## config.mk

```make
export PLATFORM = sky130hd
export DESIGN_NAME = crc_checked_frame_parser_unit_flat
export DESIGN_NICKNAME = d
export VERILOG_FILES = /design/src/design/cfp_pkg.sv /design/src/design/cfp_rx_if.sv /design/src/design/cfp_res_if.sv /design/src/design/cfp_crc_byte.sv /design/src/design/cfp_cfg_regs.sv /design/src/design/cfp_parser.sv /design/src/design/cfp_out_reg.sv /design/src/design/crc_checked_frame_parser_unit.sv /design/src/flat_wrapper.sv
export SDC_FILE = /design/constraint.sdc
export NUM_CORES = 1
export LEC_CHECK = 0
export ABC_AREA = 1
export ABC_CLOCK_PERIOD_IN_PS = 3900
export BUFFER_PORTS_ARGS = -buffer_cell sky130_fd_sc_hd__buf_2
export CAP_MARGIN = 20
export CORE_MARGIN = 10
export CORE_UTILIZATION = 50
export DETAILED_ROUTE_END_ITERATION = 8
export GPL_TIMING_DRIVEN = 0
export PLACE_DENSITY = 0.68
export SLEW_MARGIN = 20
export SYNTH_ARGS = -nofsm -noshare
export SYNTH_HDL_FRONTEND = slang
export SYNTH_SLANG_ARGS = --single-unit
```

## constraint.sdc

```tcl
create_clock -name i_clk -period 3.9 [get_ports i_clk]
set_input_delay 0.195 -clock i_clk [delete_from_list [all_inputs] [get_ports i_clk]]
set_output_delay 0.195 -clock i_clk [all_outputs]
set_load 0.05 [all_outputs]
```

## src/design/cfp_pkg.sv

```systemverilog
`default_nettype none

package cfp_pkg;

    // field widths
    localparam int RX_W       = 8;
    localparam int LEN_W      = 10;
    localparam int CMD_W      = 16;
    localparam int SEQ_W      = 8;
    localparam int CRC8_W     = 8;
    localparam int CRC16_W    = 16;
    localparam int KIND_W     = 2;
    localparam int CFG_IDX_W  = 3;
    localparam int CFG_DATA_W = 16;

    // frame size limit, and the allowance subtracted from it to give the payload length cap
    localparam int FRAME_MAX_BYTES_DEF = 128;
    localparam int FRAME_OVERHEAD      = 10;

    // configuration register indices
    localparam logic [CFG_IDX_W-1:0] CFG_START_BYTE  = 3'd0;
    localparam logic [CFG_IDX_W-1:0] CFG_MAX_LEN     = 3'd1;
    localparam logic [CFG_IDX_W-1:0] CFG_CRC8_POLY   = 3'd2;
    localparam logic [CFG_IDX_W-1:0] CFG_CRC8_INIT   = 3'd3;
    localparam logic [CFG_IDX_W-1:0] CFG_CRC16_POLY  = 3'd4;
    localparam logic [CFG_IDX_W-1:0] CFG_CRC16_INIT  = 3'd5;

    // configuration reset values
    localparam logic [RX_W-1:0]    RST_START_BYTE = 8'hA5;
    localparam logic [LEN_W-1:0]   RST_MAX_LEN    = 10'd118;
    localparam logic [CRC8_W-1:0]  RST_CRC8_POLY  = 8'h8C;
    localparam logic [CRC8_W-1:0]  RST_CRC8_INIT  = 8'hFF;
    localparam logic [CRC16_W-1:0] RST_CRC16_POLY = 16'h8408;
    localparam logic [CRC16_W-1:0] RST_CRC16_INIT = 16'hFFFF;

    typedef enum logic [2:0] {
        ST_HUNT   = 3'd0,
        ST_LEN_LO = 3'd1,
        ST_LEN_HI = 3'd2,
        ST_SEQ    = 3'd3,
        ST_HCRC   = 3'd4,
        ST_CMD_LO = 3'd5,
        ST_CMD_HI = 3'd6,
        ST_BODY   = 3'd7
    } t_parse_step;

    typedef enum logic [KIND_W-1:0] {
        KIND_PAYLOAD = 2'd0,
        KIND_ACCEPT  = 2'd1,
        KIND_REJECT  = 2'd2
    } t_result_kind;

    typedef struct packed {
        logic [RX_W-1:0]    start_byte;
        logic [LEN_W-1:0]   max_len;
        logic [CRC8_W-1:0]  crc8_poly;
        logic [CRC8_W-1:0]  crc8_init;
        logic [CRC16_W-1:0] crc16_poly;
        logic [CRC16_W-1:0] crc16_init;
    } t_cfg;

    typedef struct packed {
        t_result_kind      kind;
        logic [RX_W-1:0]   payload_byte;
        logic [CMD_W-1:0]  command_id;
        logic [LEN_W-1:0]  payload_length;
        logic [SEQ_W-1:0]  sequence_number;
        logic              link;
    } t_result;

endpackage

`default_nettype wire

```

## src/design/cfp_rx_if.sv

```systemverilog
`default_nettype none

interface cfp_rx_if;
    logic                        valid;
    logic                        ready;
    logic [cfp_pkg::RX_W-1:0]    rx_byte;
    logic                        source_link;

    modport source (output valid, output rx_byte, output source_link, input ready);
    modport sink   (input valid, input rx_byte, input source_link, output ready);
endinterface

`default_nettype wire

```

## src/design/cfp_res_if.sv

```systemverilog
`default_nettype none

interface cfp_res_if;
    logic                         valid;
    logic                         ready;
    logic [cfp_pkg::KIND_W-1:0]   result_kind;
    logic [cfp_pkg::RX_W-1:0]     payload_byte;
    logic [cfp_pkg::CMD_W-1:0]    command_id;
    logic [cfp_pkg::LEN_W-1:0]    payload_length;
    logic [cfp_pkg::SEQ_W-1:0]    sequence_number;
    logic                         link_out;

    modport source (output valid, output result_kind, output payload_byte,
                    output command_id, output payload_length, output sequence_number,
                    output link_out, input ready);
    modport sink   (input valid, input result_kind, input payload_byte,
                    input command_id, input payload_length, input sequence_number,
                    input link_out, output ready);
endinterface

`default_nettype wire

```

## src/design/cfp_crc_byte.sv

```systemverilog
`default_nettype none

// reflected crc advanced by one byte, lsb first
module cfp_crc_byte #(
    parameter int W = cfp_pkg::CRC16_W
) (
    input  wire logic [W-1:0]             i_crc,
    input  wire logic [W-1:0]             i_poly,
    input  wire logic [cfp_pkg::RX_W-1:0] i_byte,
    output logic      [W-1:0]             o_crc
);

    logic [W-1:0] v;

    always_comb begin
        v = i_crc ^ W'(i_byte);
        for (int k = 0; k < cfp_pkg::RX_W; k++) begin
            if (v[0]) begin
                v = (v >> 1) ^ i_poly;
            end else begin
                v = v >> 1;
            end
        end
        o_crc = v;
    end

endmodule

`default_nettype wire

```

## src/design/cfp_cfg_regs.sv

```systemverilog
`default_nettype none

module cfp_cfg_regs (
    input  wire logic                            i_clk,
    input  wire logic                            i_rst_n,
    input  wire logic                            i_cfg_we,
    input  wire logic [cfp_pkg::CFG_IDX_W-1:0]   i_cfg_idx,
    input  wire logic [cfp_pkg::CFG_DATA_W-1:0]  i_cfg_data,
    output cfp_pkg::t_cfg                        o_cfg
);

    cfp_pkg::t_cfg r_cfg;
    cfp_pkg::t_cfg n_cfg;

    always_comb begin
        n_cfg = r_cfg;
        if (i_cfg_we) begin
            unique case (i_cfg_idx)
                cfp_pkg::CFG_START_BYTE: n_cfg.start_byte = i_cfg_data[cfp_pkg::RX_W-1:0];
                cfp_pkg::CFG_MAX_LEN:    n_cfg.max_len    = i_cfg_data[cfp_pkg::LEN_W-1:0];
                cfp_pkg::CFG_CRC8_POLY:  n_cfg.crc8_poly  = i_cfg_data[cfp_pkg::CRC8_W-1:0];
                cfp_pkg::CFG_CRC8_INIT:  n_cfg.crc8_init  = i_cfg_data[cfp_pkg::CRC8_W-1:0];
                cfp_pkg::CFG_CRC16_POLY: n_cfg.crc16_poly = i_cfg_data[cfp_pkg::CRC16_W-1:0];
                cfp_pkg::CFG_CRC16_INIT: n_cfg.crc16_init = i_cfg_data[cfp_pkg::CRC16_W-1:0];
                default:                 n_cfg = r_cfg;  // unused indices ignored
            endcase
        end
    end

    always_ff @(posedge i_clk) begin
        if (!i_rst_n) begin
            r_cfg.start_byte <= cfp_pkg::RST_START_BYTE;
            r_cfg.max_len    <= cfp_pkg::RST_MAX_LEN;
            r_cfg.crc8_poly  <= cfp_pkg::RST_CRC8_POLY;
            r_cfg.crc8_init  <= cfp_pkg::RST_CRC8_INIT;
            r_cfg.crc16_poly <= cfp_pkg::RST_CRC16_POLY;
            r_cfg.crc16_init <= cfp_pkg::RST_CRC16_INIT;
        end else begin
            r_cfg <= n_cfg;
        end
    end

    assign o_cfg = r_cfg;

endmodule

`default_nettype wire

```

## src/design/cfp_parser.sv

```systemverilog
`default_nettype none

module cfp_parser #(
    parameter int FRAME_MAX_BYTES = cfp_pkg::FRAME_MAX_BYTES_DEF
) (
    input  wire logic                       i_clk,
    input  wire logic                       i_rst_n,
    input  wire cfp_pkg::t_cfg              i_cfg,
    input  wire logic                       i_accept,
    input  wire logic [cfp_pkg::RX_W-1:0]   i_byte,
    input  wire logic                       i_link,
    output logic                            o_emit,
    output cfp_pkg::t_result                o_result
);

    localparam int LEN_W   = cfp_pkg::LEN_W;
    localparam int LEN_CAP = FRAME_MAX_BYTES - cfp_pkg::FRAME_OVERHEAD;
    // payload position counts up to the length plus one (waiting for crc high byte)
    localparam int POS_W   = $clog2(LEN_CAP + 2);
    localparam logic [LEN_W-1:0] LEN_CAP_V = LEN_W'(LEN_CAP);

    cfp_pkg::t_parse_step r_state, n_state;
    logic [POS_W-1:0]             r_pos, n_pos;
    logic [LEN_W-1:0]             r_len, n_len;
    logic [cfp_pkg::SEQ_W-1:0]    r_seq, n_seq;
    logic [cfp_pkg::CRC8_W-1:0]   r_hcrc, n_hcrc;
    logic [cfp_pkg::CRC16_W-1:0]  r_fcrc, n_fcrc;
    logic [cfp_pkg::CMD_W-1:0]    r_cmd, n_cmd;
    logic [cfp_pkg::RX_W-1:0]     r_crc_lo, n_crc_lo;

    logic [cfp_pkg::CRC8_W-1:0]   hcrc_base, hcrc_next;
    logic [cfp_pkg::CRC16_W-1:0]  fcrc_base, fcrc_next;
    logic                         is_start;
    logic [LEN_W-1:0]             len_full;
    logic                         len_ok;
    logic                         hcrc_ok;
    logic                         in_payload;
    logic                         at_crc_lo;
    logic                         frame_ok;

    // inits are taken on the start byte itself
    assign is_start  = (i_byte == i_cfg.start_byte);
    assign hcrc_base = (r_state == cfp_pkg::ST_HUNT) ? i_cfg.crc8_init : r_hcrc;
    assign fcrc_base = (r_state == cfp_pkg::ST_HUNT) ? i_cfg.crc16_init : r_fcrc;

    cfp_crc_byte #(.W(cfp_pkg::CRC8_W)) u_crc8 (
        .i_crc  (hcrc_base),
        .i_poly (i_cfg.crc8_poly),
        .i_byte (i_byte),
        .o_crc  (hcrc_next)
    );

    cfp_crc_byte #(.W(cfp_pkg::CRC16_W)) u_crc16 (
        .i_crc  (fcrc_base),
        .i_poly (i_cfg.crc16_poly),
        .i_byte (i_byte),
        .o_crc  (fcrc_next)
    );

    // high length byte must keep the 16-bit length under 1024
    assign len_full   = {i_byte[1:0], r_len[7:0]};
    assign len_ok     = (i_byte[7:2] == '0) && (len_full <= i_cfg.max_len)
                        && (len_full <= LEN_CAP_V);
    assign hcrc_ok    = (r_hcrc == i_byte);
    assign in_payload = (LEN_W'(r_pos) < r_len);
    assign at_crc_lo  = (LEN_W'(r_pos) == r_len);
    assign frame_ok   = ({i_byte, r_crc_lo} == r_fcrc);

    // next state
    always_comb begin
        n_state = r_state;
        unique case (r_state)
            cfp_pkg::ST_HUNT:   if (is_start) n_state = cfp_pkg::ST_LEN_LO;
            cfp_pkg::ST_LEN_LO: n_state = cfp_pkg::ST_LEN_HI;
            cfp_pkg::ST_LEN_HI: n_state = len_ok ? cfp_pkg::ST_SEQ : cfp_pkg::ST_HUNT;
            cfp_pkg::ST_SEQ:    n_state = cfp_pkg::ST_HCRC;
            cfp_pkg::ST_HCRC:   n_state = hcrc_ok ? cfp_pkg::ST_CMD_LO : cfp_pkg::ST_HUNT;
            cfp_pkg::ST_CMD_LO: n_state = cfp_pkg::ST_CMD_HI;
            cfp_pkg::ST_CMD_HI: n_state = cfp_pkg::ST_BODY;
            cfp_pkg::ST_BODY:   if (!in_payload && !at_crc_lo) n_state = cfp_pkg::ST_HUNT;
        endcase
    end

    // datapath and result
    always_comb begin
        n_pos    = '0;
        n_len    = r_len;
        n_seq    = r_seq;
        n_hcrc   = r_hcrc;
        n_fcrc   = r_fcrc;
        n_cmd    = r_cmd;
        n_crc_lo = r_crc_lo;
        o_emit   = 1'b0;

        o_result.kind            = cfp_pkg::KIND_PAYLOAD;
        o_result.payload_byte    = '0;
        o_result.command_id      = r_cmd;
        o_result.payload_length  = r_len;
        o_result.sequence_number = r_seq;
        o_result.link            = i_link;

        unique case (r_state)
            cfp_pkg::ST_HUNT: begin
                if (is_start) begin
                    n_hcrc = hcrc_next;
                    n_fcrc = fcrc_next;
                end
            end
            cfp_pkg::ST_LEN_LO: begin
                n_len  = LEN_W'(i_byte);
                n_hcrc = hcrc_next;
                n_fcrc = fcrc_next;
            end
            cfp_pkg::ST_LEN_HI: begin
                n_len  = len_full;
                n_hcrc = hcrc_next;
                n_fcrc = fcrc_next;
            end
            cfp_pkg::ST_SEQ: begin
                n_seq  = i_byte;
                n_hcrc = hcrc_next;
                n_fcrc = fcrc_next;
            end
            cfp_pkg::ST_HCRC: begin
                n_fcrc = fcrc_next;
            end
            cfp_pkg::ST_CMD_LO: begin
                n_cmd  = {r_cmd[15:8], i_byte};
                n_fcrc = fcrc_next;
            end
            cfp_pkg::ST_CMD_HI: begin
                n_cmd  = {i_byte, r_cmd[7:0]};
                n_fcrc = fcrc_next;
            end
            cfp_pkg::ST_BODY: begin
                if (in_payload) begin
                    n_fcrc                = fcrc_next;
                    n_pos                 = r_pos + 1'b1;
                    o_emit                = 1'b1;
                    o_result.payload_byte = i_byte;
                end else if (at_crc_lo) begin
                    n_crc_lo = i_byte;
                    n_pos    = r_pos + 1'b1;
                end else begin
                    o_emit        = 1'b1;
                    o_result.kind = frame_ok ? cfp_pkg::KIND_ACCEPT : cfp_pkg::KIND_REJECT;
                end
            end
        endcase
    end

    always_ff @(posedge i_clk) begin
        if (!i_rst_n) begin
            r_state <= cfp_pkg::ST_HUNT;
            r_pos   <= '0;
        end else if (i_accept) begin
            r_state <= n_state;
            r_pos   <= n_pos;
        end
    end

    always_ff @(posedge i_clk) begin
        if (i_accept) begin
            r_len    <= n_len;
            r_seq    <= n_seq;
            r_hcrc   <= n_hcrc;
            r_fcrc   <= n_fcrc;
            r_cmd    <= n_cmd;
            r_crc_lo <= n_crc_lo;
        end
    end

    // the frame verdict always returns the parser to the hunt
    a_verdict_restarts: assert property (@(posedge i_clk) disable iff (!i_rst_n)
        (i_accept && o_emit && o_result.kind != cfp_pkg::KIND_PAYLOAD)
        |=> (r_state == cfp_pkg::ST_HUNT))
        else $error("frame verdict did not restart the hunt");

    // results only come out of the payload phase
    a_emit_in_body: assert property (@(posedge i_clk) disable iff (!i_rst_n)
        o_emit |-> (r_state == cfp_pkg::ST_BODY))
        else $error("result outside payload phase");

    // position never runs past the crc high byte slot
    a_pos_bound: assert property (@(posedge i_clk) disable iff (!i_rst_n)
        (r_state == cfp_pkg::ST_BODY)
        |-> ((LEN_W + 1)'(r_pos) <= ({1'b0, r_len} + 1'b1)))
        else $error("payload position beyond frame length");

    // an accepted length respects the build limit
    a_len_cap: assert property (@(posedge i_clk) disable iff (!i_rst_n)
        (r_state == cfp_pkg::ST_SEQ) |-> (r_len <= LEN_CAP_V))
        else $error("accepted length above frame limit");

endmodule

`default_nettype wire

```

## src/design/cfp_out_reg.sv

```systemverilog
`default_nettype none

// result register; frees itself when the sink takes the word
module cfp_out_reg (
    input  wire logic          i_clk,
    input  wire logic          i_rst_n,
    input  wire logic          i_accept,
    input  wire logic          i_emit,
    input  wire cfp_pkg::t_result i_result,
    output logic               o_can_take,
    cfp_res_if.source          o_res
);

    logic             r_valid;
    cfp_pkg::t_result r_res;

    assign o_can_take = !r_valid || o_res.ready;

    always_ff @(posedge i_clk) begin
        if (!i_rst_n) begin
            r_valid <= 1'b0;
        end else if (i_accept) begin
            r_valid <= i_emit;
        end else if (o_res.ready) begin
            r_valid <= 1'b0;
        end
    end

    always_ff @(posedge i_clk) begin
        if (i_accept && i_emit) begin
            r_res <= i_result;
        end
    end

    assign o_res.valid           = r_valid;
    assign o_res.result_kind     = r_res.kind;
    assign o_res.payload_byte    = r_res.payload_byte;
    assign o_res.command_id      = r_res.command_id;
    assign o_res.payload_length  = r_res.payload_length;
    assign o_res.sequence_number = r_res.sequence_number;
    assign o_res.link_out        = r_res.link;

endmodule

`default_nettype wire

```

## src/design/crc_checked_frame_parser_unit.sv

```systemverilog
`default_nettype none

// channel   dir  fields                                              notes
// i_rx      in   rx_byte, source_link                                one word per received byte
// o_res     out  result_kind, payload_byte, command_id,
//                payload_length, sequence_number, link_out           zero or one word per byte
// i_cfg_*   in   i_cfg_we, i_cfg_idx, i_cfg_data                     register write, no read-back
//
// one byte is taken per cycle while i_rx.ready is high; its result appears in the result register in the next cycle
// the whole step (state decode plus byte-wide crc-8 and crc-16 update) is combinational logic
// i_rx.ready drops only while the result register holds a word the sink has not yet taken
// reset (synchronous, active low) puts the parser in the hunt and the registers at defaults
// no clearing pass: the block is ready as soon as reset is released
module crc_checked_frame_parser_unit #(
    parameter int FRAME_MAX_BYTES = cfp_pkg::FRAME_MAX_BYTES_DEF
) (
    input  wire logic                            i_clk,
    input  wire logic                            i_rst_n,
    input  wire logic                            i_cfg_we,
    input  wire logic [cfp_pkg::CFG_IDX_W-1:0]   i_cfg_idx,
    input  wire logic [cfp_pkg::CFG_DATA_W-1:0]  i_cfg_data,
    cfp_rx_if.sink                               i_rx,
    cfp_res_if.source                            o_res
);

    cfp_pkg::t_cfg    cfg;
    cfp_pkg::t_result result;
    logic             emit;
    logic             can_take;
    logic             accept;

    // a byte is taken whenever the result register is free or draining
    assign i_rx.ready = can_take;
    assign accept     = i_rx.valid && can_take;

    cfp_cfg_regs u_cfg (
        .i_clk      (i_clk),
        .i_rst_n    (i_rst_n),
        .i_cfg_we   (i_cfg_we),
        .i_cfg_idx  (i_cfg_idx),
        .i_cfg_data (i_cfg_data),
        .o_cfg      (cfg)
    );

    // frame state machine with both crc units
    cfp_parser #(.FRAME_MAX_BYTES(FRAME_MAX_BYTES)) u_parser (
        .i_clk    (i_clk),
        .i_rst_n  (i_rst_n),
        .i_cfg    (cfg),
        .i_accept (accept),
        .i_byte   (i_rx.rx_byte),
        .i_link   (i_rx.source_link),
        .o_emit   (emit),
        .o_result (result)
    );

    // output register between parser and sink
    cfp_out_reg u_out (
        .i_clk      (i_clk),
        .i_rst_n    (i_rst_n),
        .i_accept   (accept),
        .i_emit     (emit),
        .i_result   (result),
        .o_can_take (can_take),
        .o_res      (o_res)
    );

endmodule

`default_nettype wire
```

## src/flat_wrapper.sv

```systemverilog
// flat-port wrapper written by rule: the top's interface ports become plain ports
module crc_checked_frame_parser_unit_flat 
#(
    parameter int FRAME_MAX_BYTES = cfp_pkg::FRAME_MAX_BYTES_DEF
)
  (i_clk, i_rst_n, i_cfg_we, i_cfg_idx, i_cfg_data, i_rx_valid, i_rx_rx_byte, i_rx_source_link, i_rx_ready, o_res_valid, o_res_result_kind, o_res_payload_byte, o_res_command_id, o_res_payload_length, o_res_sequence_number, o_res_link_out, o_res_ready);
  cfp_rx_if i_rx_i ();
  cfp_res_if o_res_i ();
  input  wire logic i_clk;
  input  wire logic i_rst_n;
  input  wire logic i_cfg_we;
  input  wire logic [cfp_pkg::CFG_IDX_W-1:0] i_cfg_idx;
  input  wire logic [cfp_pkg::CFG_DATA_W-1:0] i_cfg_data;
  input wire logic [$bits(i_rx_i.valid)-1:0] i_rx_valid;
  input wire logic [$bits(i_rx_i.rx_byte)-1:0] i_rx_rx_byte;
  input wire logic [$bits(i_rx_i.source_link)-1:0] i_rx_source_link;
  output wire logic [$bits(i_rx_i.ready)-1:0] i_rx_ready;
  output wire logic [$bits(o_res_i.valid)-1:0] o_res_valid;
  output wire logic [$bits(o_res_i.result_kind)-1:0] o_res_result_kind;
  output wire logic [$bits(o_res_i.payload_byte)-1:0] o_res_payload_byte;
  output wire logic [$bits(o_res_i.command_id)-1:0] o_res_command_id;
  output wire logic [$bits(o_res_i.payload_length)-1:0] o_res_payload_length;
  output wire logic [$bits(o_res_i.sequence_number)-1:0] o_res_sequence_number;
  output wire logic [$bits(o_res_i.link_out)-1:0] o_res_link_out;
  input wire logic [$bits(o_res_i.ready)-1:0] o_res_ready;
  assign i_rx_i.valid = i_rx_valid;
  assign i_rx_i.rx_byte = i_rx_rx_byte;
  assign i_rx_i.source_link = i_rx_source_link;
  assign i_rx_ready = i_rx_i.ready;
  assign o_res_valid = o_res_i.valid;
  assign o_res_result_kind = o_res_i.result_kind;
  assign o_res_payload_byte = o_res_i.payload_byte;
  assign o_res_command_id = o_res_i.command_id;
  assign o_res_payload_length = o_res_i.payload_length;
  assign o_res_sequence_number = o_res_i.sequence_number;
  assign o_res_link_out = o_res_i.link_out;
  assign o_res_i.ready = o_res_ready;
  crc_checked_frame_parser_unit #(.FRAME_MAX_BYTES(FRAME_MAX_BYTES)) u_core (.i_clk(i_clk), .i_rst_n(i_rst_n), .i_cfg_we(i_cfg_we), .i_cfg_idx(i_cfg_idx), .i_cfg_data(i_cfg_data), .i_rx(i_rx_i), .o_res(o_res_i));
endmodule
```

Word-level counts from Yosys, hierarchy flattened
Index checks and enable logic that the tools add are counted.
{"block": "totals", "regBits": 188, "inputBits": 33, "elab_cells": 142}
{"block": "classes", "add_sub_neg": 1, "magnitude_cmp": 3, "eq_ne": 19, "mux": 39, "bitwise": 23, "reduce_logical": 34}
{"operator": "two-way mux 16 bit", "n": 11}
{"operator": "XOR 15 x 16 -> 16 bit", "n": 8}
{"operator": "two-way mux 8 bit", "n": 10}
{"operator": "XOR 7 x 8 -> 8 bit", "n": 8}
{"operator": "one-hot mux 16 bit (3 select lines)", "n": 1}
{"operator": "one-hot mux 16 bit (2 select lines)", "n": 1}
{"operator": "one-hot mux 3 bit (8 select lines)", "n": 1}
{"operator": "two-way mux 7 bit", "n": 3}
{"operator": "one-hot mux 10 bit (2 select lines)", "n": 1}
{"operator": "equality test 3 bit (second input constant)", "n": 6}
{"operator": "AND reduction 2 bit", "n": 9}
{"operator": "AND reduction 3 bit", "n": 6}
{"operator": "equality test 16 bit", "n": 1}
{"operator": "equality test 8 bit", "n": 2}
{"operator": "one-hot mux 8 bit (2 select lines)", "n": 1}
{"operator": "XOR 16 x 8 -> 16 bit", "n": 1}
{"operator": "equality test 3 x 2 -> 1 bit (second input constant)", "n": 4}
{"operator": "equality test 7 x 10 -> 1 bit", "n": 1}
{"operator": "<= comparator 10 bit", "n": 1}
{"operator": "<= comparator 10 x 7 -> 1 bit (second input constant)", "n": 1}
{"operator": "< comparator 7 x 10 -> 1 bit", "n": 1}
{"operator": "two-way mux 3 bit", "n": 3}
{"operator": "XOR 8 bit", "n": 1}
{"operator": "adder 7 x 1 -> 7 bit (second input constant)", "n": 1}
{"operator": "other kinds (14)", "n": 36}

Longest topological paths before layout
Gate-level depths: netlist of run 1.
{"block": "logic_depth", "depth_word": 21, "mapped_depth": 33, "depth_no_buf": 31}

Hierarchy
From an unflattened synthesis of run 1, not the netlist that was laid out.
{"block": "hier_totals", "cells_unflattened": 1727, "hier_area_um2": 12311.8}
{"mod": "cfp_parser", "instances": 1, "cells_per_inst": 468, "area_per_inst_um2": 4200.3}
{"mod": "cfp_crc_byte (u_core.u_parser.u_crc16)", "instances": 1, "cells_per_inst": 565, "area_per_inst_um2": 2713.9}
{"mod": "cfp_cfg_regs", "instances": 1, "cells_per_inst": 340, "area_per_inst_um2": 2501.1}
{"mod": "cfp_crc_byte (u_core.u_parser.u_crc8)", "instances": 1, "cells_per_inst": 298, "area_per_inst_um2": 1482.7}
{"mod": "cfp_out_reg", "instances": 1, "cells_per_inst": 54, "area_per_inst_um2": 1406.3}
{"mod": "crc_checked_frame_parser_unit", "instances": 1, "cells_per_inst": 2, "area_per_inst_um2": 7.5}

Worst setup path before layout of run 1
OpenSTA, ideal clock, no wires.
{"block": "synth_path", "path_type": "flip-flop to flip-flop", "startpoint": "reg u_core.u_parser.r_state[1]", "endpoint": "reg u_core.u_parser.r_fcrc[8] (netlist name), data pin", "arrival_ns": 2.982, "t_required_ns": 3.646, "setup_slack_ns": 0.664, "path_stages_with_launch": 30, "path_cell_list": "dfxtp_1 buf_4 nor2_8 nand2_8 nand2_2 nand3_4 nand2_4 nand3_2 nand2_4 nand2_1 xnor2_4 nand2_4 inv_4 nor2_8 nand2_2 nand2_2 nand2_4 nand2_2 inv_2 nor2_8 nand3_1 nand2_1 buf_6 nand3_4 nand2_4 buf_8 buf_8 nand2_1 nand2_1 nand2_1"}
{"block": "synth_via", "elab_chain_cells": 20, "elab_cells_between_ends": 30}
{"element": "start, declared", "line_no": "cfp_parser.sv:22", "source": "cfp_pkg::t_parse_step r_state, n_state;"}
{"element": "start signal, assigned", "line_no": "cfp_parser.sv:154", "source": "r_state <= cfp_pkg::ST_HUNT;"}
{"element": "start signal, assigned", "line_no": "cfp_parser.sv:157", "source": "r_state <= n_state;"}
{"element": "zero test 3 bit *", "line_no": "cfp_parser.sv:44", "source": "assign fcrc_base = (r_state == cfp_pkg::ST_HUNT) ? i_cfg.crc16_init : r_fcrc;"}
{"element": "two-way mux 16 bit *", "line_no": "cfp_parser.sv:44"}
{"element": "XOR 16 x 8 -> 16 bit *", "line_no": "cfp_crc_byte.sv:16", "source": "v = i_crc ^ W'(i_byte);"}
{"element": "two-way mux 16 bit *", "line_no": "cfp_crc_byte.sv:18", "source": "if (v[0]) begin"}
{"element": "XOR 15 x 16 -> 16 bit / two-way mux 16 bit (equally long branches)", "line_no": "cfp_crc_byte.sv:19, cfp_crc_byte.sv:18"}
{"element": "two-way mux 16 bit *", "line_no": "cfp_crc_byte.sv:18"}
{"element": "XOR 15 x 16 -> 16 bit / two-way mux 16 bit (equally long branches)", "line_no": "cfp_crc_byte.sv:19, cfp_crc_byte.sv:18"}
{"element": "two-way mux 16 bit *", "line_no": "cfp_crc_byte.sv:18"}
{"element": "[5 not listed]"}
{"element": "two-way mux 16 bit *", "line_no": "cfp_crc_byte.sv:18"}
{"element": "XOR 15 x 16 -> 16 bit / two-way mux 16 bit (equally long branches)", "line_no": "cfp_crc_byte.sv:19, cfp_crc_byte.sv:18"}
{"element": "two-way mux 16 bit *", "line_no": "cfp_crc_byte.sv:18"}
{"element": "XOR 15 x 16 -> 16 bit / two-way mux 16 bit (equally long branches)", "line_no": "cfp_crc_byte.sv:19, cfp_crc_byte.sv:18"}
{"element": "two-way mux 16 bit *", "line_no": "cfp_crc_byte.sv:18"}
{"element": "net u_core.u_parser.fcrc_next, one bit", "line_no": "cfp_parser.sv:32", "source": "logic [cfp_pkg::CRC16_W-1:0] fcrc_base, fcrc_next;"}
{"element": "two-way mux 16 bit (on tied branches)", "line_no": "cfp_parser.sv:136, cfp_parser.sv:104"}
{"element": "one-hot mux 16 bit (3 select lines) *", "line_no": "cfp_parser.sv:102", "source": "unique case (r_state)"}
{"element": "end signal, assigned", "line_no": "cfp_parser.sv:167", "source": "r_fcrc <= n_fcrc;"}
{"element": "end, declared", "line_no": "cfp_parser.sv:27", "source": "logic [cfp_pkg::CRC16_W-1:0] r_fcrc, n_fcrc;"}
The timed path passes the listed nets; every way through them passes the cells marked *. The select of a mux whose other input is x is not followed.
A chain may end at the register's enable or synchronous reset.

Worst setup path in the final report of run 1
{"block": "layout_path", "startpoint": "reg u_core.u_parser.r_state[1]", "endpoint": "reg u_core.u_parser.r_fcrc[3] (netlist name), data pin"}
{"block": "layout_via", "elab_chain_cells": 21, "elab_cells_between_ends": 30}
{"element": "zero test 3 bit *", "line_no": "cfp_parser.sv:44"}
{"element": "two-way mux 16 bit *", "line_no": "cfp_parser.sv:44"}
{"element": "XOR 16 x 8 -> 16 bit *", "line_no": "cfp_crc_byte.sv:16"}
{"element": "XOR 15 x 16 -> 16 bit", "line_no": "cfp_crc_byte.sv:19", "source": "v = (v >> 1) ^ i_poly;"}
{"element": "two-way mux 16 bit *", "line_no": "cfp_crc_byte.sv:18"}
{"element": "XOR 15 x 16 -> 16 bit", "line_no": "cfp_crc_byte.sv:19"}
{"element": "two-way mux 16 bit *", "line_no": "cfp_crc_byte.sv:18"}
{"element": "XOR 15 x 16 -> 16 bit", "line_no": "cfp_crc_byte.sv:19"}
{"element": "[6 not listed]"}
{"element": "two-way mux 16 bit *", "line_no": "cfp_crc_byte.sv:18"}
{"element": "XOR 15 x 16 -> 16 bit", "line_no": "cfp_crc_byte.sv:19"}
{"element": "two-way mux 16 bit *", "line_no": "cfp_crc_byte.sv:18"}
{"element": "XOR 15 x 16 -> 16 bit", "line_no": "cfp_crc_byte.sv:19"}
{"element": "two-way mux 16 bit *", "line_no": "cfp_crc_byte.sv:18"}
{"element": "net u_core.u_parser.fcrc_next, one bit", "line_no": "cfp_parser.sv:32"}
{"element": "two-way mux 16 bit (on tied branches)", "line_no": "cfp_parser.sv:136, cfp_parser.sv:104"}
{"element": "one-hot mux 16 bit (3 select lines) *", "line_no": "cfp_parser.sv:102"}
Marks and branches as above.

==> impl_metrics.py, run 1 <==
metrics = {
    "finish": {
        "final_common_cell": "nand2_1",
        "areaGrowthSynthToFinish_pct": 16.7,
        "fin_nets": 1802,
        "final_core_util_pct": 59.5,
        "stdcell_count": 2082,
        "stdcell_area_sq_um": 14000,
        "drive_above_1_share_pct": 15.0,
        "diodes": 0,
        "final_cell_mix": "nand2_1, inv_1, nand3_1",
    },
    "setup_path": {
        "path_buf_inv": 7,
        "cp_cell_sequence": "buf_4 -> nor2_8 -> nand2_8 -> buf_6 -> buf_6 -> o21ai_2 -> xor2_2 -> inv_1 -> nand2_1 -> nand2_1 -> xor2_1 -> xor2_1 -> xor2_1 -> nor2_1 -> nor2_2 -> nand3_4 -> nand2_4 -> buf_8 -> nand3_4 -> nand2_4 -> buf_4 -> nand3_1 -> nand2_1 -> inv_1",
        "path_delay_family": "simple AND/OR/NAND/NOR gates",
        "crit_type": "register to register",
        "end_kind": "register",
        "worstPathArrival_ns": 3.94,
        "path_max_fanout": 10,
        "cp.required_ns": 4.10,
        "max_stage_delay_ns": 0.31,
        "slowest_stage": "xor2_1",
        "cp-start-kind": "register",
    },
    "route": {
        "top_layer_used": "met4",
        "ant_nets": 0,
        "vias_per_cell": 5.27,
        "met2_length_um": 15100,
        "drt-initial-drc-count": 989,
        "wl_met3_um": 2310,
        "met1Wirelength_um": 14800,
        "drc": 0,
        "wl_um": 33200,
        "firstDrtPassIters": 5,
        "vias": 10970,
        "routedWlPerCell_um": 15.9,
    },
    "clocking": {
        "cts_tree": "done",
        "cts_root_buffer": "clkbuf_16",
        "numCtsBuffers": 17,
        "cts_buffer_depth": 2,
        "htree_levels": 4,
        "cts.clk_slew.worst_paths_ns": 0.07,
        "clock-sinks": 188,
        "clk_latency_ns": 0.44,
    },
    "sta": {
        "setup_viol": 0,
        "fin_tns_setup_ns": 0,
        "worst_slew_pin_slew_ns": 0.858,
        "fin_crit_sh_pct": 95.9,
        "rsz0062_at_grt": "yes",
        "fin_worst_skew_ns": 0.0119,
        "slew_headroom_pct": 42.8,
        "hold_viol": 0,
        "drv_slew": 0,
        "post-route-min-period_ns": 3.74,
        "max_freq_mhz": 267,
    },
    "yosys": {
        "yosysTopAreaCellShare_pct": 27.7,
        "yosys-top-cells-area": "edfxtp_1, nand2_1, dfxtp_1",
        "ys_types": 48,
        "yosys_warnings": 0,
        "synthCells": 1622,
        "syn_avg_cell_area_sq_um": 7.42,
        "syn_nets": 1673,
        "ys_ff_latch": 188,
        "yosys.area.top_type": "edfxtp_1",
        "async_flop_share_pct": 0,
        "synth_area_sq_um": 12000,
        "ys_seq_area_share_pct": 40.5,
        "ys.flop_type": "edfxtp_1",
        "synth_edf_count": 111,
    },
    "run_status": {
        "outcome": "finished clean",
    },
    "pwr": {
        "p_leak_nw": 6.42,
        "irDropWorstVdd_mv": 0.259,
        "cellPowerDensity_nw_per_um2": 389,
    },
    "placed_design": {
        "placed_cells_incl_taps": 2020,
        "place_congestion": 0.908,
        "place_hpwl_um": 24400,
        "placed_cell_area_sq_um": 12900,
        "port-buffer-count": 78,
    },
    "floorplanning": {
        "start_util_pct": 51.0,
        "num_rows": 56,
        "die_h_um": 175,
        "core_area_sq_um": 23600,
        "die_w_um": 175,
        "io_pins": 80,
        "dieArea_sq_um": 30700,
    },
    "grt": {
        "antenna_found_initial": 0,
        "grt_max_degree": 36,
        "grt_usage_pct": 21.0,
        "grt_first_pass_wirelength_um": 51900,
        "overflow": 0,
        "first_global_vias": 9921,
    },
    "job": {
        "drv_cap": 0,
    },
    "worst_hold_path": {
        "min_path_type": "input port to register",
    },
}
## synth_stat cells (2+ instances only)
cell / count
a21oi_1: 37
a31oi_1: 2
buf_2: 12
buf_4: 9
buf_6: 9
buf_8: 2
clkbuf_1: 40
clkinv_1: 2
dfxtp_1: 77
edfxtp_1: 111
ha_1: 18
inv_1: 196
inv_2: 6
inv_4: 2
mux2i_1: 2
nand2_1: 493
nand2_2: 14
nand2_4: 7
nand3_1: 195
nand3_2: 10
nand3_4: 6
nand3b_1: 5
nand4_1: 22
nor2_1: 127
nor2_2: 2
nor2_8: 3
nor3_1: 8
nor4_1: 4
o211ai_1: 25
o21ai_0: 49
o21ai_1: 8
o31ai_1: 2
or2_2: 3
xnor2_1: 55
xor2_1: 45
xor2_2: 2
## cell families after synthesis
family / Yosys count / share of synthesized area (%)
muxes: 2 / 0.166
xor gates and xnor gates: 103 / 7.78
buffers and inverters: 279 / 9.90
AOI/OAI and AO/OA: 129 / 6.11
and+or+nand+nor: 903 / 33.7
DFF: 188 / 40.5
adders and majority gates: 18 / 1.87
## where the power goes
group	switching [mW]	internal [mW]
sequential	0.0167	2.15
clock	0.833	0.909
combinational	0.979	0.577
total	1.83	3.64
## worst reg2reg max path: cells and delay by family (launching register included)
family,cells,cell delay (ns)
AND/OR/NAND/NOR,12,1.26
XOR/XNOR,4,0.91
buffers and inverters,7,0.89
flip-flops,1,0.30
AO/OA/AOI/OAI,1,0.15
## metrics by stage
| step | worst slack [ns] | hold slack (ns) | total power [mW] |
|---|---|---|---|
| 2_1_floorplan | 0.664 | 0.294 | 3.28 |
| 3_3_place_gp | -0.123 | 0.375 | 3.56 |
| 3_5_place_dp | -0.142 | 0.384 | 3.58 |
| 4_1_cts | 0.00436 | 0.00297 | 5.31 |
| 5_1_grt | -0.100 | 0.0129 | 5.75 |
| 6_report | 0.159 | 0.00944 | 5.46 |
## layout make-up
cell class / count / area, sq um
timing repair buffer: 112 / 751
tap: 319 / 399
clock inverter: 13 / 151
sequential: 188 / 4880
inverter: 206 / 778
fill: 2176 / 9560
clock buffer: 18 / 429
multi-input combinational: 1155 / 6230
buffer: 71 / 438
## metal layers
layer | track usage [%] | vias to the layer above
met3 | 3.60 | 62
met2 | 33.8 | 390
met1 | 27.8 | 5039
met5 | 0 | -
met4 | 7.52 | 0
li1 | - | 5479
## flip-flops by register name, summed over array words and instances (netlist names), 10 cells and up
signal	flops
u_core.u_parser.r_len	10
u_core.u_parser.r_cmd	16
u_core.u_parser.r_fcrc	16
u_core.u_cfg.o_cfg	66
u_core.u_out.o_res.payload_length	10
u_core.u_out.o_res.command_id	16
## what timing repair did
action,4_1_cts,5_1_grt
setup buffers,0,22
endpoints found under the setup margin,0,24
hold buffers,10,0
gates resized for setup,0,67
hold endpoints to repair,15,0
## worst paths after layout
path,to,from,slack (ns),cells after the start
min reg2reg,u_core.u_out.o_res.command_id[4],u_core.u_parser.r_cmd[4],0.41,0
min,u_core.u_cfg.o_cfg[31],i_cfg_data[15],0.009,3
max,u_core.u_parser.r_fcrc[3],u_core.u_parser.r_state[1],0.16,24
max reg2reg,u_core.u_parser.r_fcrc[3],u_core.u_parser.r_state[1],0.16,24
Note: power is estimated with default switching activity, not from simulation.
==> inputs of run 2 (changes only) <==
==> constraint.sdc (replaced) <==
create_clock -name i_clk -period 3.9 [get_ports i_clk]
set_input_delay 0.975 -clock i_clk [delete_from_list [all_inputs] [get_ports i_clk]]
set_output_delay 0.975 -clock i_clk [all_outputs]
set_load 0.05 [all_outputs]
==> run 2 against run 1 <==
Flip-flop and latch count unchanged. Critical path depth increased by 3. Fmax is 0.71% lower. Power rose by 1.4%. Critical path type is now input port to register. Final cell count did not move. Sequential share of layout area shrank 0.22 points. Combinational power increased by 4%.
==> impl_metrics.py, run 2 (same netlist as run 1, synthesis figures left out) <==
metrics = {
    "run_status": {
        "outcome": "finished clean",
    },
    "grt": {
        "grt_max_degree": 36,
        "grt_first_pass_wirelength_um": 52100,
        "first_global_vias": 9971,
        "grt_usage_pct": 21.1,
        "antenna_found_initial": 0,
        "overflow": 0,
    },
    "sta": {
        "worst_slew_pin_slew_ns": 0.827,
        "fin_crit_sh_pct": 96.6,
        "fin_ws_ns": 0.133,
        "setup_viol": 0,
        "hold_ws_ns": 0.411,
        "drv_slew": 0,
        "max_freq_mhz": 265,
        "post-route-min-period_ns": 3.77,
        "fin_worst_skew_ns": 0.0121,
        "hold_viol": 0,
        "slew_headroom_pct": 44.6,
    },
    "finish": {
        "final_common_cell": "nand2_1",
        "diodes": 0,
        "areaGrowthSynthToFinish_pct": 17.5,
        "final_cell_mix": "nand2_1, inv_1, nand3_1",
        "largest_register_ffs": 66,
        "drive_above_1_share_pct": 16.3,
        "stdcell_count": 2082,
        "fillers": 2151,
        "fin_nets": 1802,
        "final_core_util_pct": 59.9,
    },
    "setup_path": {
        "cp.required_ns": 4.09,
        "cp-start-kind": "input port",
        "rrSetupSlack_ns": 0.20,
        "path_max_fanout": 6,
        "worstRegToRegCells": 31,
        "end_kind": "register",
        "worstReg2RegStart": "u_core.u_parser.r_state[1]",
        "worstPathArrival_ns": 3.96,
        "crit_type": "input port to register",
        "r2r-end": "u_core.u_parser.r_hcrc[2]",
    },
    "route": {
        "vias": 11007,
        "drt-initial-drc-count": 1009,
        "wl_um": 33600,
        "drc": 0,
        "ant_nets": 0,
        "firstDrtPassIters": 5,
        "vias_per_cell": 5.29,
        "routedWlPerCell_um": 16.1,
    },
    "floorplanning": {
        "num_rows": 56,
        "start_util_pct": 51.0,
        "die_h_um": 175,
        "die_w_um": 175,
        "dieArea_sq_um": 30700,
        "io_pins": 80,
        "core_area_sq_um": 23600,
    },
    "clocking": {
        "cts_tree": "done",
        "cts.clk_slew.worst_paths_ns": 0.08,
        "clock-sinks": 188,
        "numCtsBuffers": 17,
        "cts_root_buffer": "clkbuf_16",
        "cts_buffer_depth": 2,
        "htree_levels": 4,
        "clk_latency_ns": 0.44,
    },
    "worst_hold_path": {
        "hold_path_depth": 0,
        "hold_end": "u_core.u_out.o_res.command_id[4]",
        "hold_start": "u_core.u_parser.r_cmd[4]",
        "min_path_type": "register to register",
    },
    "pwr": {
        "p_leak_nw": 6.45,
        "report.power.total_mw": 5.54,
        "cellPowerDensity_nw_per_um2": 392,
        "irDropWorstVdd_mv": 0.260,
    },
    "placed_design": {
        "place_ws_ns": -0.922,
        "placed_cells_incl_taps": 2020,
        "port-buffer-count": 78,
        "place_hpwl_um": 24400,
        "place_congestion": 0.908,
    },
    "job": {
        "drv_cap": 0,
    },
}
run 2: cell count changes in the layout (fill, tap and decap cells not counted), moves of 3 or more:
cell	change
inv_1	-3
buf_4	+14
buf_2	-7
clkbuf_4	+4
clkbuf_1	-4
dlygate4sd3_1	-10
run 2: how the worst max path moves through the flow:
stage / to / slack [ns] / cells past startpoint / startpoint
2_1_floorplan: u_core.u_parser.r_fcrc[8] / 0.16 / 27 / i_rx_rx_byte[0]
3_3_place_gp: u_core.u_parser.r_fcrc[10] / -0.90 / 26 / i_rx_rx_byte[3]
3_5_place_dp: u_core.u_parser.r_fcrc[3] / -0.92 / 29 / i_rx_rx_byte[1]
4_1_cts: u_core.u_parser.r_fcrc[8] / 0.002 / 27 / i_rx_rx_byte[2]
5_1_grt: u_core.u_parser.r_hcrc[5] / -0.08 / 29 / u_core.u_parser.r_state[1]
6_report: u_core.u_parser.r_fcrc[10] / 0.13 / 27 / i_rx_rx_byte[1]
run 2: per-layer routing:
| layer | up-vias | global-route usage [%] | routed length [um] | share of wire [%] |
|---|---|---|---|---|
| met3 | 61 | 3.77 | 2430 | 7.2 |
| met4 | 0 | 6.85 | 873 | 2.6 |
| met2 | 403 | 34.1 | 15400 | 46 |
| met1 | 5066 | 27.8 | 14900 | 44 |
| li1 | 5477 | - | - | - |
| met5 | - | 0 | 0 | 0 |
run 2: cell type report:
type | count | area (sq um) | area share [%]
buffer | 67 | 443 | 3.13
clock buffer | 18 | 429 | 3.04
clock inverter | 13 | 151 | 1.07
inverter | 206 | 796 | 5.63
multi-input combinational | 1155 | 6270 | 44.3
sequential | 188 | 4880 | 34.5
tap | 319 | 399 | 2.82
timing repair buffer | 116 | 778 | 5.50
run 2: where the power goes:
part | switching [mW] | leakage, nW | total, mW | internal (mW)
logic | 1.01 | 4.55 | 1.63 | 0.625
clock network | 0.833 | 0.282 | 1.74 | 0.909
registers | 0.0165 | 1.63 | 2.17 | 2.15
run 2: through the flow:
step                      area (sq um)  setup TNS, ns
after global routing             14100         -0.618
after detailed placement         12900         -19.73
after CTS                        13600              0
final                            14100              0
after global placement           12800         -28.52
after floorplan                  12000              0
run 2: what timing repair did:
item                                    CTS  global route
pin swaps                                 2            39
resized for setup                        17            78
buffers inserted                          8            26
cloned                                    0             3
hold buffers                              0             0
endpoints found under the setup margin   24            24
run 2: worst max-delay path, cell delays in order:
cell and delay, ns:
buf_4 0.14, buf_8 0.12, clkinvlp_4 0.15, nand3_1 0.14, nand2_2 0.08, inv_1 0.07
nand2_2 0.06, nand2_4 0.11, nand2_2 0.08, nand2_4 0.12, nand3_4 0.13, nand2_8 0.12
nand3_1 0.09, nand2_2 0.17, nand3_4 0.13, nand2_4 0.11, inv_2 0.06, nor2_8 0.15
nand3_4 0.10, nand2_4 0.12, buf_8 0.14, nand3_4 0.08, nand2_4 0.12, buf_12 0.13
nand3_1 0.07, nand2_1 0.13, inv_1 0.05
==> inputs of run 3 (changes only) <==
--- a/config.mk
+++ b/config.mk
@@ -9,6 +9,7 @@
 export ABC_CLOCK_PERIOD_IN_PS = 3900
 export BUFFER_PORTS_ARGS = -buffer_cell sky130_fd_sc_hd__buf_2
 export CAP_MARGIN = 20
+export CORE_ASPECT_RATIO = 1.1
 export CORE_MARGIN = 10
 export CORE_UTILIZATION = 50
 export DETAILED_ROUTE_END_ITERATION = 8
==> run 3 against run 2 <==
Worst setup slack improved by 0.027 ns. Fmax rose by 0.72%. Non-clock buffer count up 2. First-iteration DRC count is 5.6% lower. Flip-flop and latch count did not move. Utilization shrank 0.21 points. Power increased by 0.46%. Sequential share of layout area is essentially flat. Combinational power is essentially flat. Clock skew is 0.0024 ns higher. Critical path depth down 1. Via count grew 0.77%. Largest cell class unchanged.
==> impl_metrics.py, run 3 (same netlist as run 1, synthesis figures left out) <==
metrics = {
    "run_status": {
        "outcome": "finished clean",
    },
    "sta": {
        "slew_headroom_pct": 43.5,
        "post-route-min-period_ns": 3.74,
        "max_freq_mhz": 267,
        "drv_slew": 0,
        "fin_worst_skew_ns": 0.0146,
        "fin_crit_sh_pct": 95.9,
        "hold_viol": 0,
        "worst_slew_pin_slew_ns": 0.844,
        "setup_viol": 0,
    },
    "pwr": {
        "irDropWorstVdd_mv": 0.272,
        "cellPowerDensity_nw_per_um2": 394,
        "p_leak_nw": 6.47,
        "report.power.total_mw": 5.57,
    },
    "grt": {
        "grt_first_pass_wirelength_um": 53400,
        "grt_max_degree": 39,
        "overflow": 0,
        "grt_util_met1_pct": 26.5,
        "grt_usage_pct": 21.4,
        "antenna_found_initial": 0,
        "busiest_layer": "met2",
        "first_global_vias": 10213,
        "grt.met2_usage_pct": 36.9,
        "use_met3_pct": 4.43,
    },
    "finish": {
        "drive_above_1_share_pct": 16.5,
        "largest_register_ffs": 66,
        "ff_latch_area_sq_um": 4880,
        "stdcell_area_sq_um": 14100,
        "multiInputGateArea_sq_um": 6240,
        "final_common_cell": "nand2_1",
        "areaGrowthSynthToFinish_pct": 17.5,
        "final_cell_mix": "nand2_1, inv_1, nand3_1",
        "final_core_util_pct": 59.7,
        "diodes": 0,
        "fin_nets": 1805,
        "fillers": 2159,
    },
    "worst_hold_path": {
        "min_path_type": "register to register",
        "hold_start": "u_core.u_parser.r_seq[1]",
        "hold_path_depth": 0,
        "hold_end": "u_core.u_out.o_res.sequence_number[1]",
    },
    "clocking": {
        "numCtsBuffers": 17,
        "cts_tree": "done",
        "clk_latency_ns": 0.45,
        "htree_levels": 4,
        "cts_buffer_depth": 2,
        "cts.clk_slew.worst_paths_ns": 0.08,
        "clock-sinks": 188,
        "cts_root_buffer": "clkbuf_16",
        "postCtsHoldBufs": 0,
    },
    "job": {
        "drv_cap": 0,
    },
    "route": {
        "routedWlPerCell_um": 16.5,
        "ant_nets": 0,
        "drc": 0,
        "wl_um": 34300,
        "vias": 11092,
        "drt-initial-drc-count": 952,
        "firstDrtPassIters": 7,
        "vias_per_cell": 5.35,
    },
    "floorplanning": {
        "die_w_um": 168,
        "io_pins": 80,
        "start_util_pct": 50.8,
        "die_h_um": 183,
        "num_rows": 59,
        "core_area_sq_um": 23700,
        "dieArea_sq_um": 30700,
    },
    "placed_design": {
        "port-buffer-count": 78,
        "placed_cell_area_sq_um": 12900,
        "place_congestion": 0.902,
        "place_hpwl_um": 24900,
    },
    "setup_path": {
        "worstPathArrival_ns": 3.93,
        "rrSetupSlack_ns": 0.22,
        "crit_type": "input port to register",
        "r2r-end": "u_core.u_parser.r_fcrc[5]",
        "worstReg2RegStart": "u_core.u_parser.r_state[1]",
        "path_max_fanout": 11,
        "cp.required_ns": 4.09,
        "cp-start-kind": "input port",
        "worstRegToRegCells": 27,
        "end_kind": "register",
    },
}
-- run 3: worst max-delay path, stage by stage --
cell	delay, ns
clkbuf_4	0.17
buf_12	0.17
inv_6	0.10
nand3_4	0.09
nand2_4	0.10
nand3_2	0.08
nand2_4	0.14
nand2_2	0.11
xnor2_4	0.29
nand2_8	0.10
inv_4	0.08
nor2_8	0.04
nand3_4	0.09
nand3_4	0.11
nand2_2	0.12
buf_8	0.14
nand3_2	0.11
nand2_4	0.12
nand2_4	0.06
buf_8	0.14
nand3_4	0.08
nand2_4	0.06
buf_12	0.15
buf_8	0.13
nand4_1	0.06
nand2_1	0.09
-- run 3: cell type report --
| class | count | share of cell area (%) |
|---|---|---|
| Tap cell | 305 | 2.70 |
| Clock inverter | 15 | 1.40 |
| Inverter | 206 | 5.60 |
| Clock buffer | 17 | 3.01 |
| Sequential cell | 188 | 34.5 |
| Timing Repair Buffer | 117 | 5.36 |
| Buffer | 68 | 3.29 |
| Multi-Input combinational cell | 1156 | 44.2 |
-- run 3: stage by stage --
stage | hold slack, ns | worst slack [ns] | TNS [ns] | instances
6_report | 0.417 | 0.160 | 0 | 2072
5_1_grt | 0.428 | -0.0356 | -0.158 | 2072
4_1_cts | 0.415 | 0.00648 | 0 | 2044
3_5_place_dp | 0.405 | -0.939 | -20.42 | 2006
3_3_place_gp | 0.403 | -0.889 | -28.82 | 2005
2_1_floorplan | 0.400 | 0.156 | 0 | 1622
-- run 3: layer usage --
metal | part of all wire [%] | up-vias
met1 | 41 | 5154
met4 | 2.2 | 0
met2 | 49 | 393
li1 | - | 5483
met5 | 0 | -
met3 | 7.8 | 62
-- run 3: what timing repair did --
action	4_1_cts	5_1_grt
cloned	0	3
buffers inserted	11	25
pin swaps	3	33
hold endpoints to repair	0	0
setup endpoints to repair	24	24
gates resized for setup	20	71
-- run 3: worst max-delay path by stage --
stage,start,to,slack [ns],cells after the start
3_5_place_dp,i_rx_rx_byte[3],u_core.u_parser.r_fcrc[5],-0.94,24
6_report,i_rx_rx_byte[0],u_core.u_parser.r_fcrc[5],0.16,26
5_1_grt,u_core.u_parser.r_state[1],u_core.u_parser.r_hcrc[6],-0.04,30
3_3_place_gp,i_rx_rx_byte[3],u_core.u_parser.r_fcrc[5],-0.89,26
2_1_floorplan,i_rx_rx_byte[0],u_core.u_parser.r_fcrc[8],0.16,27
4_1_cts,i_rx_rx_byte[0],u_core.u_parser.r_fcrc[8],0.006,29
-- run 3: power by group --
group          total, mW  switching, mW  internal (mW)
Combinational       1.63           1.01          0.619
Sequential          2.16         0.0165           2.15
Clock               1.77          0.900          0.874
Total               5.57           1.93           3.64
